===== src/design/bit_vector_rank_directory_core_assert.svh =====
// Assertion macros used by the rank directory back end.
// Every macro samples on clk_i and is disabled while rst_ni is low.
`ifndef BIT_VECTOR_RANK_DIRECTORY_CORE_ASSERT_SVH
`define BIT_VECTOR_RANK_DIRECTORY_CORE_ASSERT_SVH

// Property that must hold at every clock edge.
`define BVRD_ASSERT(lbl, prop, msg) \
  lbl: assert property (@(posedge clk_i) disable iff (!rst_ni) (prop)) else $error(msg);

// Consequent must hold in the same cycle as the antecedent.
`define BVRD_ASSERT_IMPL(lbl, ante, cons, msg) \
  lbl: assert property (@(posedge clk_i) disable iff (!rst_ni) (ante) |-> (cons)) \
    else $error(msg);

`endif


===== src/design/bvrd_pkg.sv =====
// ----------------------------------------------------------------------------
// bvrd_pkg
// Types and constants shared by the front end, command queue and back end
// of the bit vector rank directory.
// ----------------------------------------------------------------------------
package bvrd_pkg;

  localparam int unsigned MAX_BITS   = 65536;
  localparam int unsigned POS_W      = 17;

  // Bit store is kept as 8-bit words.
  localparam int unsigned WORD_DEPTH = MAX_BITS / 8;
  localparam int unsigned WORD_AW    = 13;
  localparam int unsigned BKT_DEPTH  = MAX_BITS / 8 + 1;
  localparam int unsigned BKT_AW     = 14;
  localparam int unsigned BKT_W      = 12;
  localparam int unsigned SB_DEPTH   = MAX_BITS / 64 + 1;
  localparam int unsigned SB_AW      = 11;

  localparam logic [6:0] BSIZE_MIN   = 7'd8;
  localparam logic [6:0] BSIZE_MAX   = 7'd64;
  localparam logic [6:0] BSIZE_RESET = 7'd16;

  localparam logic [1:0] MODE_APPEND = 2'd0;
  localparam logic [1:0] MODE_QUERY  = 2'd1;
  localparam logic [1:0] MODE_CLEAR  = 2'd2;
  localparam logic [1:0] MODE_NOP    = 2'd3;

  typedef enum logic [1:0] {
    CMD_APPEND = 2'd0,
    CMD_QUERY  = 2'd1,
    CMD_CLEAR  = 2'd2,
    CMD_PASS   = 2'd3
  } cmd_op_e;

  typedef struct packed {
    cmd_op_e            op;
    logic               bit_v;
    logic [POS_W-1:0]   pos;
    logic [POS_W-1:0]   rank;
    logic               err;
  } cmd_t;

endpackage


===== src/design/bvrd_fifo.sv =====
// ----------------------------------------------------------------------------
// bvrd_fifo
// Four-entry command queue between the front end and the back end.
// ----------------------------------------------------------------------------
module bvrd_fifo (
  input  logic           clk_i,
  input  logic           rst_ni,
  input  logic           push_i,
  input  bvrd_pkg::cmd_t cmd_i,
  output logic           full_o,
  input  logic           pop_i,
  output logic           empty_o,
  output bvrd_pkg::cmd_t cmd_o
);
  import bvrd_pkg::*;

  cmd_t       mem_q [4];
  logic [1:0] wptr_q, rptr_q;
  logic [2:0] cnt_q;

  assign full_o  = (cnt_q == 3'd4);
  assign empty_o = (cnt_q == 3'd0);
  assign cmd_o   = mem_q[rptr_q];

  always_ff @(posedge clk_i) begin
    if (push_i) begin
      mem_q[wptr_q] <= cmd_i;
    end
  end

  always_ff @(posedge clk_i or negedge rst_ni) begin
    if (!rst_ni) begin
      wptr_q <= 2'd0;
      rptr_q <= 2'd0;
      cnt_q  <= 3'd0;
    end else begin
      if (push_i) wptr_q <= wptr_q + 2'd1;
      if (pop_i)  rptr_q <= rptr_q + 2'd1;
      unique case ({push_i, pop_i})
        2'b10:   cnt_q <= cnt_q + 3'd1;
        2'b01:   cnt_q <= cnt_q - 3'd1;
        default: cnt_q <= cnt_q;
      endcase
    end
  end

endmodule


===== config.mk =====
export PLATFORM = sky130hd
export DESIGN_NAME = bvrd_fifo
export DESIGN_NICKNAME = d
export VERILOG_FILES = /design/src/design/bit_vector_rank_directory_core_assert.svh /design/src/design/bvrd_pkg.sv /design/src/design/bvrd_fifo.sv
export SDC_FILE = /design/constraint.sdc
export NUM_CORES = 1
export LEC_CHECK = 0
export ABC_CLOCK_PERIOD_IN_PS = 2200
export BUFFER_PORTS_ARGS = -buffer_cell sky130_fd_sc_hd__buf_2
export CORE_ASPECT_RATIO = 0.75
export CORE_UTILIZATION = 57
export DETAILED_ROUTE_END_ITERATION = 6
export PLACE_DENSITY_LB_ADDON = 0.05
export SETUP_SLACK_MARGIN = 0.15
export SLEW_MARGIN = 20
export SYNTH_ARGS = -nofsm -noshare
export SYNTH_HDL_FRONTEND = slang
export SYNTH_SLANG_ARGS = --single-unit

===== constraint.sdc =====
create_clock -name clk_i -period 2.2 [get_ports clk_i]
set_input_delay 0.33 -clock clk_i [delete_from_list [all_inputs] [get_ports clk_i]]
set_output_delay 0.33 -clock clk_i [all_outputs]
set_load 0.01 [all_outputs]

After elaboration in Yosys (flattened, before gate mapping)
Memory sizes are Yosys's and may differ from the RTL's.
Cells that the tools add are included.
- flip-flop bits (word level): 7
- bits in writable memories: 152
- input bits: 42
- output and inout port bits: 40
- word-level logic and storage cells: 16
- memories: 1
- add/subtract/negate cells: 4
- equality and inequality tests: 3
- muxes and demuxes: 3
- reductions and logical operators: 2
- memory list (memory ; depth ; width ; read ports ; clocked after memory_dff ; wr ports ; line ; RTL):
    mem_q ; 4 ; 38 ; 1 ; 0 ; 1 ; bvrd_fifo.sv:17 ; cmd_t mem_q [4];
- operators by type and width (cell ; count):
    $pmux 3 s2 ; 1
    $add 2x1->2 const B ; 2
    $add 3x1->3 const B ; 1
    $eq 3x3->1 const B ; 1
    $logic_not 3->1 ; 1
    $sub 3x1->3 const B ; 1
    $eq 2x1->1 const B ; 1
    $eq 2x2->1 const B ; 1
    $mux 1 ; 2
    $reduce_bool 2->1 ; 1

Longest topological paths before layout
- depth in word-level cells: 2
- mapped depth: 7
- depth with buffers taken out: 7

Worst setup path after synthesis
No wires, ideal clock.
- kind: reg-to-reg
- start: register wptr_q[0]
- end: memory mem_q[2][0] in the netlist's numbering (enable)
- library setup time: 0.399 ns
- arrival: 1.544 ns
- data required time: 1.801 ns
- setup slack: 0.257 ns
- stages on the path, launching flop included: 4
- path buffers: 0
- period minus slack after synthesis: 1.943 ns
- cells stage by stage: dfrtp_1 -> inv_1 -> ha_1 -> and2_1
- RTL lines (element ; line ; RTL):
    from (decl) ; bvrd_fifo.sv:18 ; logic [1:0] wptr_q, rptr_q;
    from (signal assigned) ; bvrd_fifo.sv:37 ; if (push_i) wptr_q <= wptr_q + 2'd1;
    to (decl) ; bvrd_fifo.sv:17 ;
Straight into the memory's write port.

==> impl_metrics.yaml <==
floorplanning:
  dieArea_um2: 10820
  die_height_um: 90.32
  die_x_um: 119.8
  rows: 31
  core_area_um2: 9891
  initial_core_util_pct: 59.94
  pin_count: 82
cells_and_area:
  layout-drive-gt1-share_pct: 46.00
  final_common_cell: "edfxtp_1"
  fin_area_um2: 7172
  final_util_pct: 72.51
  diodes: 0
  stdcell_count: 482
  multiInputGateArea_um2: 1057
  syn2layout_area_growth_pct: 20.98
  final_cell_mix: "edfxtp_1 (152), buf_2 (81), mux4_2 (38)"
  n_fill_cell: 587
  layout.nets: 388
  area.sequential_um2: 4742
detailed_routing:
  drc: 0
  vias: 2623
  drtIter0Drc: 238
  ant_nets: 0
  totalWireLength_um: 9285
  vias_per_cell: 5.442
  wire_per_inst_um: 19.26
  firstDrtPassIters: 4
synth:
  synth_cell_types: 18
  syn-num-nets: 284
  netlist_area_um2: 5928
  synthArstFlopShare_pct: 4.403
  syn_area_per_cell_um2: 25.12
  netlist_instances: 236
  ys_top_cells_by_area: "edfxtp_1 (77%), mux4_2 (14%), dfrtp_1 (3.0%), buf_12 (1.4%), ha_1 (1.1%)"
  synth-seq-area-share_pct: 79.95
  ys_warn_count: 0
  yosys.area.top_type: "edfxtp_1"
  synth_top_area_share_pct: 76.99
  synth_seq_cells: 159
  synth_edf_count: 152
  synth-main-ff-cell: "edfxtp_1"
worst_setup_path:
  cp-start-kind: "register"
  arrival_ns: 1.73
  worstPathMaxFanout: 21
  critPathRequiredTime_ns: 1.87
  ff2ff_setup_slack_ns: 0.62
  reg2reg_depth: 4
  cp-end-kind: "output port"
  rr_endpoint: "mem_q[2][4]"
  rr_startpoint: "wptr_q[0]"
  critPathKind: "reg2out"
place:
  portBuffers: 81
  dp_cells: 452
  place_congestion: 0.7066
  dpl-instance-area_um2: 6583
  dpl.hpwl_um: 5877
global_route:
  grt_max_degree: 28
  overflow: 0
  grt_usage_pct: 19.19
  antenna_found_initial: 0
  grt_pass1_wl_um: 14810
  grt_pass1_vias: 2741
clock_network:
  cts.path.max_buffers: 2
  clkSlewWorstSetupHoldPaths_ns: 0.06
  cts-root-buf: "clkbuf_16"
  clock-sinks: 159
  cts_tree: "yes"
  clock_latency_ns: 0.41
  cts_setup_buffers: 0
  htreeDepth: 4
  cts_buffers: 17
sta:
  fin_worst_skew_ns: 0.01157
  fmax_mhz: 484.5
  drv_slew: 0
  setup_violations: 0
  setup_tns_ns: 0
  rsz0062_at_grt: "yes"
  tightest_slew_ns: 0.4731
  slew_headroom_pct: 68.46
  final.min_clock_period_ns: 2.064
  hold_viol_final: 0
  fin_crit_sh_pct: 93.82
power:
  p_per_area_nw_per_um2: 1363
  power.leakage_nw: 2.547
  total_power_mw: 9.773
  ir_worst_vdd_mv: 0.9815
flow_run:
  max_cap_violations: 0
worst_hold_path:
  holdPathEnd: "mem_q[2][23]"
  holdCritStartpoint: "cmd_i[23]"
  hold_class: "in2reg"
  whs_path_depth: 1
status:
  outcome: "finished, final reports clean"
## registers in the layout, summed over array words and instances (netlist names)
register and count:
mem_q 152, cnt_q 3, rptr_q 2, wptr_q 2
## area by class of cell
class | instances | share of cell area [%]
Clock inverter | 10 | 2.041
Tap cell | 132 | 2.303
Inverter | 6 | 0.3140
Sequential cell | 159 | 66.12
Clock buffer | 19 | 6.036
Multi-Input combinational cell | 62 | 14.74
Timing Repair Buffer | 94 | 8.444
## Yosys cell counts, types with 2 or more instances
master    instances
and2_1            4
buf_12            4
buf_2             3
dfrtp_1           7
edfxtp_1        152
ha_1              5
inv_1             6
mux4_2           38
nand2_1           3
o21ai_0           2
xnor2_1           2
xor2_1            4
## power by group
part	total (mW)	internal, mW	switching, mW
sequential	4.14	3.97	0.168
combinational	2.74	1.37	1.38
clock	2.89	1.86	1.03
total	9.77	7.20	2.57
## layer usage
metal	share of wire, %	track usage, %
met3	5.5	7.323
met1	45	26.24
met4	1.5	6.667
met2	48	28.66
met5	0	0
## through the flow
step / setup slack (ns) / hold WS (ns)
6_report: 0.1360 / 0.1276
5_1_grt: 0.06379 / 0.1102
4_1_cts: 0.1048 / 0.1168
3_5_place_dp: 0.5500 / 0.1700
3_3_place_gp: 0.5736 / 0.1704
2_1_floorplan: 0.2570 / 0.03441
## worst max path at each step
| stage | startpoint | endpoint | slack [ns] | cells past startpoint |
|---|---|---|---|---|
| 2_1_floorplan | wptr_q[0] | mem_q[2][0] | 0.26 | 3 |
| 3_3_place_gp | rptr_q[0] | cmd_o[26] | 0.57 | 3 |
| 3_5_place_dp | rptr_q[0] | cmd_o[19] | 0.55 | 3 |
| 4_1_cts | rptr_q[0] | cmd_o[19] | 0.10 | 3 |
| 5_1_grt | rptr_q[0] | cmd_o[19] | 0.06 | 3 |
| 6_report | rptr_q[0] | cmd_o[19] | 0.14 | 3 |
## worst max-delay path: stages, from the launching register on
cell and delay, ns:
dfrtp_2 0.40, buf_12 0.21, mux4_2 0.53, buf_2 0.16
## cells by family (layout without fill, tap and decap cells)
group / Yosys count / count (layout) / synth area share, %
buffers and inverters: 15 / 129 / 2.301
xor gates and xnor gates: 6 / 6 / 0.8864
adders and majority gates: 6 / 6 / 1.393
AOI/OAI and AO/OA: 2 / 2 / 0.1689
and+or+nand+nor: 10 / 10 / 0.8652
muxes: 38 / 38 / 14.44
DFF: 159 / 159 / 79.95
## timing repair
action,CTS,global route
hold endpoints to repair,7,0
gates resized for setup,0,0
hold buffers,1,0
setup endpoints to repair,31,38
cloned,0,0
No activity file was read; power rests on OpenSTA's default activity.
