==> src/design/bit_vector_rank_directory_core_assert.svh <==
// Assertion macros used by the rank directory back end.
// Every macro samples on clk_i and is disabled while rst_ni is low.
`ifndef BIT_VECTOR_RANK_DIRECTORY_CORE_ASSERT_SVH
`define BIT_VECTOR_RANK_DIRECTORY_CORE_ASSERT_SVH

// Property that must hold at every clock edge.
`define BVRD_ASSERT(lbl, prop, msg) \
  lbl: assert property (@(posedge clk_i) disable iff (!rst_ni) (prop)) else $error(msg);

// Consequent must hold in the same cycle as the antecedent.
`define BVRD_ASSERT_IMPL(lbl, ante, cons, msg) \
  lbl: assert property (@(posedge clk_i) disable iff (!rst_ni) (ante) |-> (cons)) \
    else $error(msg);

`endif

==> src/design/bvrd_pkg.sv <==
// ----------------------------------------------------------------------------
// bvrd_pkg
// Types and constants shared by the front end, command queue and back end
// of the bit vector rank directory.
// ----------------------------------------------------------------------------
package bvrd_pkg;

  localparam int unsigned MAX_BITS   = 65536;
  localparam int unsigned POS_W      = 17;

  // Bit store is kept as 8-bit words.
  localparam int unsigned WORD_DEPTH = MAX_BITS / 8;
  localparam int unsigned WORD_AW    = 13;
  localparam int unsigned BKT_DEPTH  = MAX_BITS / 8 + 1;
  localparam int unsigned BKT_AW     = 14;
  localparam int unsigned BKT_W      = 12;
  localparam int unsigned SB_DEPTH   = MAX_BITS / 64 + 1;
  localparam int unsigned SB_AW      = 11;

  localparam logic [6:0] BSIZE_MIN   = 7'd8;
  localparam logic [6:0] BSIZE_MAX   = 7'd64;
  localparam logic [6:0] BSIZE_RESET = 7'd16;

  localparam logic [1:0] MODE_APPEND = 2'd0;
  localparam logic [1:0] MODE_QUERY  = 2'd1;
  localparam logic [1:0] MODE_CLEAR  = 2'd2;
  localparam logic [1:0] MODE_NOP    = 2'd3;

  typedef enum logic [1:0] {
    CMD_APPEND = 2'd0,
    CMD_QUERY  = 2'd1,
    CMD_CLEAR  = 2'd2,
    CMD_PASS   = 2'd3
  } cmd_op_e;

  typedef struct packed {
    cmd_op_e            op;
    logic               bit_v;
    logic [POS_W-1:0]   pos;
    logic [POS_W-1:0]   rank;
    logic               err;
  } cmd_t;

endpackage

==> src/design/bvrd_front.sv <==
// ----------------------------------------------------------------------------
// bvrd_front
// Accepts input items, tracks loaded length and ones count, and turns each
// item into a command with its error check and, where known, its result.
// ----------------------------------------------------------------------------
module bvrd_front (
  input  logic           clk_i,
  input  logic           rst_ni,
  input  logic           cfg_we_i,
  input  logic           accept_i,
  input  logic [1:0]     mode_i,
  input  logic           bit_value_i,
  input  logic [16:0]    query_position_i,
  output bvrd_pkg::cmd_t cmd_o
);
  import bvrd_pkg::*;

  logic [POS_W-1:0] len_q, len_d, ones_q, ones_d;
  cmd_t             cmd;

  always_comb begin
    cmd       = '0;
    cmd.op    = CMD_PASS;
    cmd.bit_v = bit_value_i;
    cmd.pos   = query_position_i;
    cmd.rank  = ones_q;
    len_d     = len_q;
    ones_d    = ones_q;
    unique case (mode_i)
      MODE_APPEND: begin
        if (len_q == POS_W'(MAX_BITS)) begin
          cmd.err = 1'b1;
        end else begin
          cmd.op   = CMD_APPEND;
          cmd.pos  = len_q;
          cmd.rank = ones_q + {16'd0, bit_value_i};
          len_d    = len_q + 17'd1;
          ones_d   = cmd.rank;
        end
      end
      MODE_QUERY: begin
        if (query_position_i > len_q) begin
          cmd.rank = '0;
          cmd.err  = 1'b1;
        end else begin
          cmd.op = CMD_QUERY;
        end
      end
      MODE_CLEAR: begin
        cmd.op   = CMD_CLEAR;
        cmd.rank = '0;
        len_d    = '0;
        ones_d   = '0;
      end
      MODE_NOP: begin
        cmd.op = CMD_PASS;
      end
      default: cmd.op = CMD_PASS;
    endcase
  end

  assign cmd_o = cmd;

  always_ff @(posedge clk_i or negedge rst_ni) begin
    if (!rst_ni) begin
      len_q  <= '0;
      ones_q <= '0;
    end else if (cfg_we_i) begin
      len_q  <= '0;
      ones_q <= '0;
    end else if (accept_i) begin
      len_q  <= len_d;
      ones_q <= ones_d;
    end
  end

endmodule

==> config.mk <==
export PLATFORM = sky130hd
export DESIGN_NAME = bvrd_front
export DESIGN_NICKNAME = d
export VERILOG_FILES = /design/src/design/bit_vector_rank_directory_core_assert.svh /design/src/design/bvrd_pkg.sv /design/src/design/bvrd_front.sv
export SDC_FILE = /design/constraint.sdc
export NUM_CORES = 1
export LEC_CHECK = 0
export BUFFER_PORTS_ARGS = -buffer_cell sky130_fd_sc_hd__buf_4
export CORE_MARGIN = 2
export CORE_UTILIZATION = 56
export DETAILED_ROUTE_END_ITERATION = 8
export PLACE_DENSITY = 0.82
export SETUP_SLACK_MARGIN = 0.15
export SLEW_MARGIN = 5
export SYNTH_ARGS = -nofsm -noshare
export SYNTH_HDL_FRONTEND = slang
export SYNTH_SLANG_ARGS = --single-unit
==> constraint.sdc <==
create_clock -name clk_i -period 3.59 [get_ports clk_i]
set_clock_uncertainty 0.2 [all_clocks]
set_input_delay 0.718 -clock clk_i [delete_from_list [all_inputs] [get_ports clk_i]]
set_output_delay 0.718 -clock clk_i [all_outputs]
set_load 0.02 [all_outputs]
After elaboration in Yosys (flattened, before gate mapping)
Cells that the tools add are included.
- register bits: 34
- output and inout port bits: 38
- $lt $le $gt $ge: 1
- equality and inequality tests: 5
- reductions and logical operators: 4
- $add $sub $neg: 2
- multiplexer cells: 17
- operators by type and width (kind ; number):
    $mux W17 ; 7
    $pmux W17 S2 ; 2
    $pmux W17 S3 ; 1
    $mux W34 ; 1
    $mux W18 ; 1
    $add A17 B1 Y17 ; 1
    $add A17 B1 Y17 const B ; 1
    $eq A17 B17 Y1 const B ; 1
    $gt A17 B17 Y1 ; 1
    $pmux W2 S4 ; 1
    $eq A2 B2 Y1 const B ; 2
    $mux W2 ; 2
    $ne A3 B3 Y1 const B ; 1
    $reduce_and A3 Y1 ; 1
    $reduce_bool A3 Y1 ; 1
    $eq A2 B1 Y1 const B ; 1
    $logic_not A2 Y1 ; 1
    $pmux W1 S2 ; 1
    $reduce_bool A2 Y1 ; 1
    $mux W1 ; 1

Depth between registers and ports, before layout
Gate-level depths: netlist (run 1).
- depth after elaboration: 5
- gate-level depth with buffers: 9
- depth with buffers taken out: 7

Worst setup path after synthesis (run 1)
Ideal clock, no wire load.
- path type: input-to-output
- start point: input port query_position_i[4]
- end point: output port cmd_o[1] (netlist name)
- data arrival time: 2523 ps
- buffers on the path: 1
- stages on the path: 7
- data required time: 2672 ps
- setup slack: 149 ps
- path through: ha_1 -> and4_1 -> nor3b_1 -> o21ai_0 -> nand4_1 -> clkbuf_1 -> o21ai_0
- RTL lines (what ; line ; source):
    start: declaration ; bvrd_front.sv:13 ; input logic [16:0] query_position_i,
    end: declaration ; bvrd_front.sv:14 ; output bvrd_pkg::cmd_t cmd_o

==> results by group, run 1 <==
Status
  • Status: finished clean

Yosys
  • Yosys top cell area share: 27.3%
  • Unique masters post-synth: 62
  • Synth area leaders: dfrtp_1, ha_1, a21oi_1
  • Syn_nets: around 420
  • Async S/R FF share, synth: 100%
  • Syn Inst Count: 376
  • Synth Flop Type: dfrtp_1
  • Simple-Gate Fraction of Synth Area: about a quarter
  • Compound-Gate Fraction of Synth Area: around 25%
  • Post-Synth XOR/XNOR Area: roughly 1.4%
  • Area share of fa/ha/maj cells after synthesis: under 10%
  • Largest family of logic cells by synthesized area: compound AO/OA/AOI/OAI gates
  • Syn. warnings: 0
  • Synthesized area: 3110 sq um
  • Post-synth EDFFs: 0
  • Synth Area per Inst: 8.28 sq um
  • Post-synth top area cell: dfrtp_1
  • Register bit total from synthesis: 34
  • Sequential share of the synthesized area: 27.3%
  • Post-synthesis mux area share: 7.03%

Floorplanning
  • FP Rows: 27
  • Die area: about 6200 sq um
  • IO Pins: 62
  • Initial cell density of the core: a little under three fifths
  • DIE WIDTH: roughly 79 um
  • Die extent in y: 78.6 um
  • Core area: 5440 sq um

Cells and area
  • Diode count: 0
  • Area of the multi-input gates: around 2200 sq um
  • Final Net Count: 490
  • Area grow syn2layout: 27.4%
  • Non-Filler Instances: between 500 and 600
  • Sequential cell area: between 800 and 900 sq um
  • Share of cells above drive strength 1: about a third
  • Fillers: 412
  • Post-layout util: 72.9%

Clock network
  • CTS sink cnt: 34
  • Worst skew pair latency: a little under 0.3 ns
  • TritonCTS buffer count: 5
  • Max H-tree Level: 2
  • CTS hold repair buffers: 0
  • CTS tree: done
  • CTS max path bufs: 2
  • CTS clk-pin slew, worst paths: ~0.070 ns
  • Root Driver: clkbuf_8

Place
  • Buffers on Ports: 61
  • Dpl cells: roughly 500
  • Final HPWL DP: around 6100 um
  • GPL Wtd Cong: around 0.85

Detailed routing
  • Total Wirelength: approximately 8900 um
  • Routed wire length per instance: around 17 um
  • Final ANT Viol Nets: 0
  • Initial DRT Pass Iterations: 5
  • Post-route DRC: 0
  • DR iter-0 viols: roughly 340
  • Via density: around 6.4
  • Vias post-DR: about 3300

STA
  • Period utilization: between 90% and 100%
  • Minimum clock period after layout: approximately 3.4 ns
  • Fmax achieved: between 200 and 300 MHz
  • Final Max Slew Viols: 0
  • Setup violations, final: 0
  • Endpoints failing hold: 0
  • Slew at the pin closest to its max-slew limit: slightly above 0.6 ns
  • Post-route setup TNS: 0 ns
  • Rel. slew slack: between 50% and 60%
  • RSZ-0062 raised after global routing: false

Worst setup path
  • Worst Setup Start Kind: input port
  • CP most frequent cell: ha_4
  • Critical Path AT: between 2 and 2.5 ns
  • Crit-path cells: buf_6 > ha_4 > ha_4 > nand2_2 > or3_4 > or4_4 > a21oi_2 > a31oi_1 > buf_4
  • CP max stage delay: 0.53 ns
  • R2r setup slk: around 1.0 ns
  • CP Class: in2out
  • Crit path required time: 2.67 ns
  • CP max FO: 3
  • Worst Setup End Kind: output pin
  • CP max stage cell: or4_4

Global routing
  • Vias in the first global route: 3008
  • Largest net degree at the start of global routing: 35
  • First-pass GRT wire length: 14100 um
  • Initial antenna violation count: 0
  • GRT Resource Usage Total: between 20% and 30%
  • Total congestion overflow: 0

Power
  • Pwr dens: 221 nW/um^2
  • Pint: slightly above 600 uW
  • Sw Ratio: roughly 30%
  • Maximum VDD drop: around 170 uV
  • Sequential Power Share: 44.0%
  • Clock share of power: about 33%
  • Gate power share: 23.2%
  • Switching power: between 200 and 300 uW
  • Pleak: 0.00160 uW

Run
  • Maxcap violations: 0

Min path
  • Hold WC Path Type: in2async
==> cells in the mapped netlist (2+ instances only) <==
master	count
a21boi_0	2
a21o_1	5
a21oi_1	44
a221oi_1	2
a22o_1	5
a2bb2oi_1	2
a31oi_1	8
a32oi_1	2
a41oi_1	8
and3_1	7
and4_1	6
buf_2	9
clkbuf_1	9
dfrtp_1	34
ha_1	21
inv_1	27
mux2_2	14
mux2i_1	5
nand2_1	25
nand2_2	2
nand3_1	25
nand4_1	8
nor2_1	15
nor3_1	11
nor3_2	2
nor4_1	4
nor4b_2	2
o21ai_0	16
o21ai_1	3
o21bai_1	3
o22ai_1	3
o31ai_1	6
or2_2	2
or3_1	5
or4_1	3
xnor2_1	5
==> layout by cell type (no fill, tap or decap), types with 5 or more instances in the layout <==
master / n
a21oi_1: 42
nand2_1: 24
inv_1: 27
xnor2_1: 5
mux2i_1: 5
or3_1: 5
nand3_1: 25
dfrtp_2: 11
nor3_1: 9
buf_4: 78
o21ai_0: 15
clkbuf_8: 6
nor2_1: 15
a21o_1: 5
mux2_2: 14
dfrtp_1: 23
and3_1: 7
nand4_1: 8
ha_1: 18
a41oi_1: 7
and4_1: 5
a31oi_1: 6
o31ai_1: 6
a22o_1: 5
==> worst max-delay path: cells and delay by family <==
family | cells | cell delay [ns]
adder cells (fa/ha/maj) | 2 | 0.27
AND/OR/NAND/NOR | 3 | 1.00
AO/OA/AOI/OAI | 2 | 0.22
buffers and inverters | 2 | 0.25
==> state kept, by name, summed over array words and instances, names as in the netlist <==
name	count
len_q	17
ones_q	17
==> power groups by stage <==
| stage | Combinational [uW] | Clock, uW | Sequential (uW) |
|---|---|---|---|
| CTS | 194 | 292 | 385 |
| finish | 203 | 288 | 385 |
| global route | 219 | 304 | 385 |
| global placement | 190 | 0 | 392 |
| floorplan | 109 | 0 | 392 |
| detailed placement | 193 | 0 | 392 |
==> final cells by class <==
class	count	area share (%)
Multi-Input combinational cell	295	55.0
Sequential cell	34	21.8
Timing Repair Buffer	82	16.3
Inverter	27	2.55
Tap cell	72	2.27
Clock buffer	6	2.08
==> per-layer routing <==
| layer | up-vias | part of all wire [%] | GRT usage, % |
|---|---|---|---|
| li1 | 1555 | - | - |
| met1 | 1568 | 43 | 38.3 |
| met2 | 154 | 48 | 46.2 |
| met3 | 17 | 7.5 | 4.37 |
| met4 | 0 | 1.9 | 10.9 |
| met5 | - | 0 | 0 |
==> per-stage QoR <==
stage / setup slack [ns] / hold slack [ns] / power (uW) / cell area (sq um)
after floorplan: 0.149 / 0.222 / 502 / 3110
after CTS: 0.153 / 0.194 / 872 / 3800
final: 0.209 / 0.176 / 877 / 3970
after global routing: 0.116 / 0.216 / 909 / 3970
after detailed placement: 0.117 / 0.339 / 585 / 3710
after global placement: 0.125 / 0.331 / 582 / 3710
==> final timing paths <==
kind	end	cells past startpoint	from
min reg2reg	ones_q[12]$_DFFE_PN0P_	1	ones_q[12]$_DFFE_PN0P_
max reg2reg	ones_q[4]$_DFFE_PN0P_	8	len_q[0]$_DFFE_PN0P_
max	cmd_o[17]	9	bit_value_i
max in group asynchronous	len_q[13]$_DFFE_PN0P_	1	rst_ni
min	ones_q[7]$_DFFE_PN0P_	1	rst_ni
min in group clk_i	ones_q[12]$_DFFE_PN0P_	1	ones_q[12]$_DFFE_PN0P_
==> logic make-up (layout without fill, tap and decap cells) <==
| group | Yosys count | after routing |
|---|---|---|
| and+or+nand+nor | 130 | 130 |
| buffers and inverters | 47 | 115 |
| AOI/OAI and AO/OA | 119 | 119 |
| muxes | 20 | 20 |
| adders and majority gates | 21 | 21 |
| xor gates and xnor gates | 5 | 5 |
| DFF | 34 | 34 |
==> timing repair <==
item                       in CTS  in global routing
gates cloned                    0                  0
pin swaps                       1                 11
hold endpoints to repair        0                  0
setup endpoints to repair       2                 20
setup buffers                   0                  5
resized for setup               3                 30
No activity file was read; power rests on OpenSTA's default activity.
==> inputs of run 2 (changes only) <==
Settings changed: CORE_ASPECT_RATIO set to 1.1.
==> results by group, run 2 (synthesized netlist as in run 1, its figures left out) <==
Place
  • Buffers on Ports: roughly 60
  • Final HPWL DP: slightly above 6000 um
  • Post-placement worst setup slack: about 0.071 ns
  • GPL Wtd Cong: a little under 0.9

Detailed routing
  • Initial DRT Pass Iterations: 5
  • M1 WL: 3630 um
  • Highest routed layer: met4
  • Vias post-DR: between 3000 and 4000
  • Post-route DRC: 0
  • Total Wirelength: about 9200 um
  • Metal2 WL: ~4800 um
  • Final ANT Viol Nets: 0
  • Routed wire length per instance: around 18 um
  • Metal3 WL: 525 um
  • DR iter-0 viols: 231
  • Via density: around 6.3

STA
  • Minimum clock period after layout: 3.45 ns
  • Period utilization: a little over nine tenths
  • Final Max Slew Viols: 0
  • Final setup margin: between 0.1 and 0.15 ns
  • Fmax achieved: slightly below 300 MHz
  • Slew at the pin closest to its max-slew limit: between 0.7 and 0.8 ns
  • RSZ-0062 raised after global routing: true
  • Rel. slew slack: roughly half
  • Post-route setup TNS: 0 ns
  • Setup violations, final: 0
  • Endpoints failing hold: 0

Clock network
  • CTS tree: done
  • TritonCTS buffer count: 5
  • CTS max path bufs: 2
  • Worst skew pair latency: ~0.31 ns
  • Root Driver: clkbuf_8
  • CTS clk-pin slew, worst paths: around 0.08 ns
  • Max H-tree Level: 2
  • CTS sink cnt: 34

Worst setup path
  • Worst Setup End Kind: output pin
  • Critical Path AT: around 2.5 ns
  • CP max FO: 4
  • Worst Setup Start Kind: input port
  • CP Class: in2out
  • Crit path required time: 2.67 ns
  • FF-to-FF path depth: 9
  • CP Launch Point: query_position_i[14]
  • CP max stage cell: ha_1
  • Reg2reg start: len_q[1]$_DFFE_PN0P_
  • Crit-path cells: buf_4 > ha_1 > a21o_1 > a21o_1 > a22oi_2 > nand4_1 > buf_6 > clkbuf_16 > a41oi_1 > buf_4
  • CP max stage delay: roughly 0.31 ns

Cells and area
  • Share of cells above drive strength 1: between 30% and 40%
  • Sequential cell area: between 800 and 900 sq um
  • Final Net Count: between 400 and 500
  • Diode count: 0
  • Commonest non-fill, non-tap cell in the layout: buf_4
  • Area grow syn2layout: 30.7%
  • Regs by FF count: len_q x17, ones_q x17
  • Highest-count cells in the layout ignoring fill and taps: buf_4, a21oi_1, inv_1, nand3_1, nand2_1
  • Area of the multi-input gates: 2190 sq um
  • Fillers: 423

Global routing
  • GRT Resource Usage Total: 29.6%
  • Total congestion overflow: 0
  • Largest net degree at the start of global routing: 35
  • Initial antenna violation count: 0
  • Vias in the first global route: 3042
  • First-pass GRT wire length: approximately 14000 um

Floorplanning
  • DIE WIDTH: around 75 um
  • Die extent in y: approximately 80 um
  • Initial cell density of the core: between 50% and 60%
  • FP Rows: 28
  • IO Pins: 62
  • Die area: around 6000 sq um
  • Core area: around 5400 sq um

Status
  • Status: finished clean

Power
  • Pwr Total: just over 900 uW
  • Maximum VDD drop: roughly 170 uV
  • Pwr dens: roughly 220 nW/um^2
  • Pleak: approximately 0.0017 uW

Min path
  • Hold WC Path Type: in2async

Run
  • Maxcap violations: 0
==> run 2: cell count changes in the layout (fill, tap and decap cells not counted), sizes merged <==
cell      previous run  this run
buf                 82        86
clkbuf               6         8
clkinv               0         1
clkinvlp             0         1
==> run 2: final cells by class <==
class                           count  share of cell area [%]
Sequential cell                    34                    21.3
Clock buffer                        6                    2.03
Inverter                           27                    2.49
Clock inverter                      2                   0.307
Multi-Input combinational cell    295                    53.8
Timing Repair Buffer               88                    17.8
Tap cell                           75                    2.31
==> run 2: metrics by stage <==
| step | hold WS (ns) | instance area [sq um] | cells | utilization [%] |
|---|---|---|---|---|
| CTS | 0.188 | 3850 | 519 | 71.9 |
| global placement | 0.321 | 3730 | 510 | 69.7 |
| global route | 0.210 | 4070 | 527 | 75.9 |
| detailed placement | 0.328 | 3730 | 510 | 69.7 |
| finish | 0.167 | 4070 | 527 | 75.9 |
| floorplan | 0.222 | 3110 | 376 | - |
==> run 2: critical path: cells and delay by family <==
family	cells	cell delay [ns]
buffers and inverters	4	0.60
AND/OR/NAND/NOR	1	0.14
AO/OA/AOI/OAI	4	0.75
adder cells (fa/ha/maj)	1	0.31
==> run 2: path summary, 6_finish.rpt <==
path	end	slack, ns
setup / recovery	cmd_o[14]	0.14
max in group asynchronous	len_q[0]$_DFFE_PN0P_	2.66
hold / removal	ones_q[4]$_DFFE_PN0P_	0.17
hold reg to reg	ones_q[7]$_DFFE_PN0P_	0.35
min in group clk_i	ones_q[7]$_DFFE_PN0P_	0.35
setup reg to reg	ones_q[8]$_DFFE_PN0P_	0.82
==> run 2: per-layer routing <==
layer	global-route usage, %	vias to the layer above
met5	0	-
met4	11.1	0
li1	-	1572
met1	36.1	1579
met3	3.76	26
met2	52.5	149
==> run 2: power breakdown <==
group          total [uW]  leakage (uW)  switching [uW]  internal, uW
Combinational         210       0.00115             118          91.6
Sequential            385      0.000453            1.62           384
Clock                 320     0.0000472             165           155
==> run 2: repair_timing <==
action	in CTS	in global routing
gates cloned	0	2
buffers inserted	1	6
pin swaps	3	9
setup endpoints to repair	6	18
hold buffers	0	0
hold endpoints to repair	0	0
resized for setup	6	28
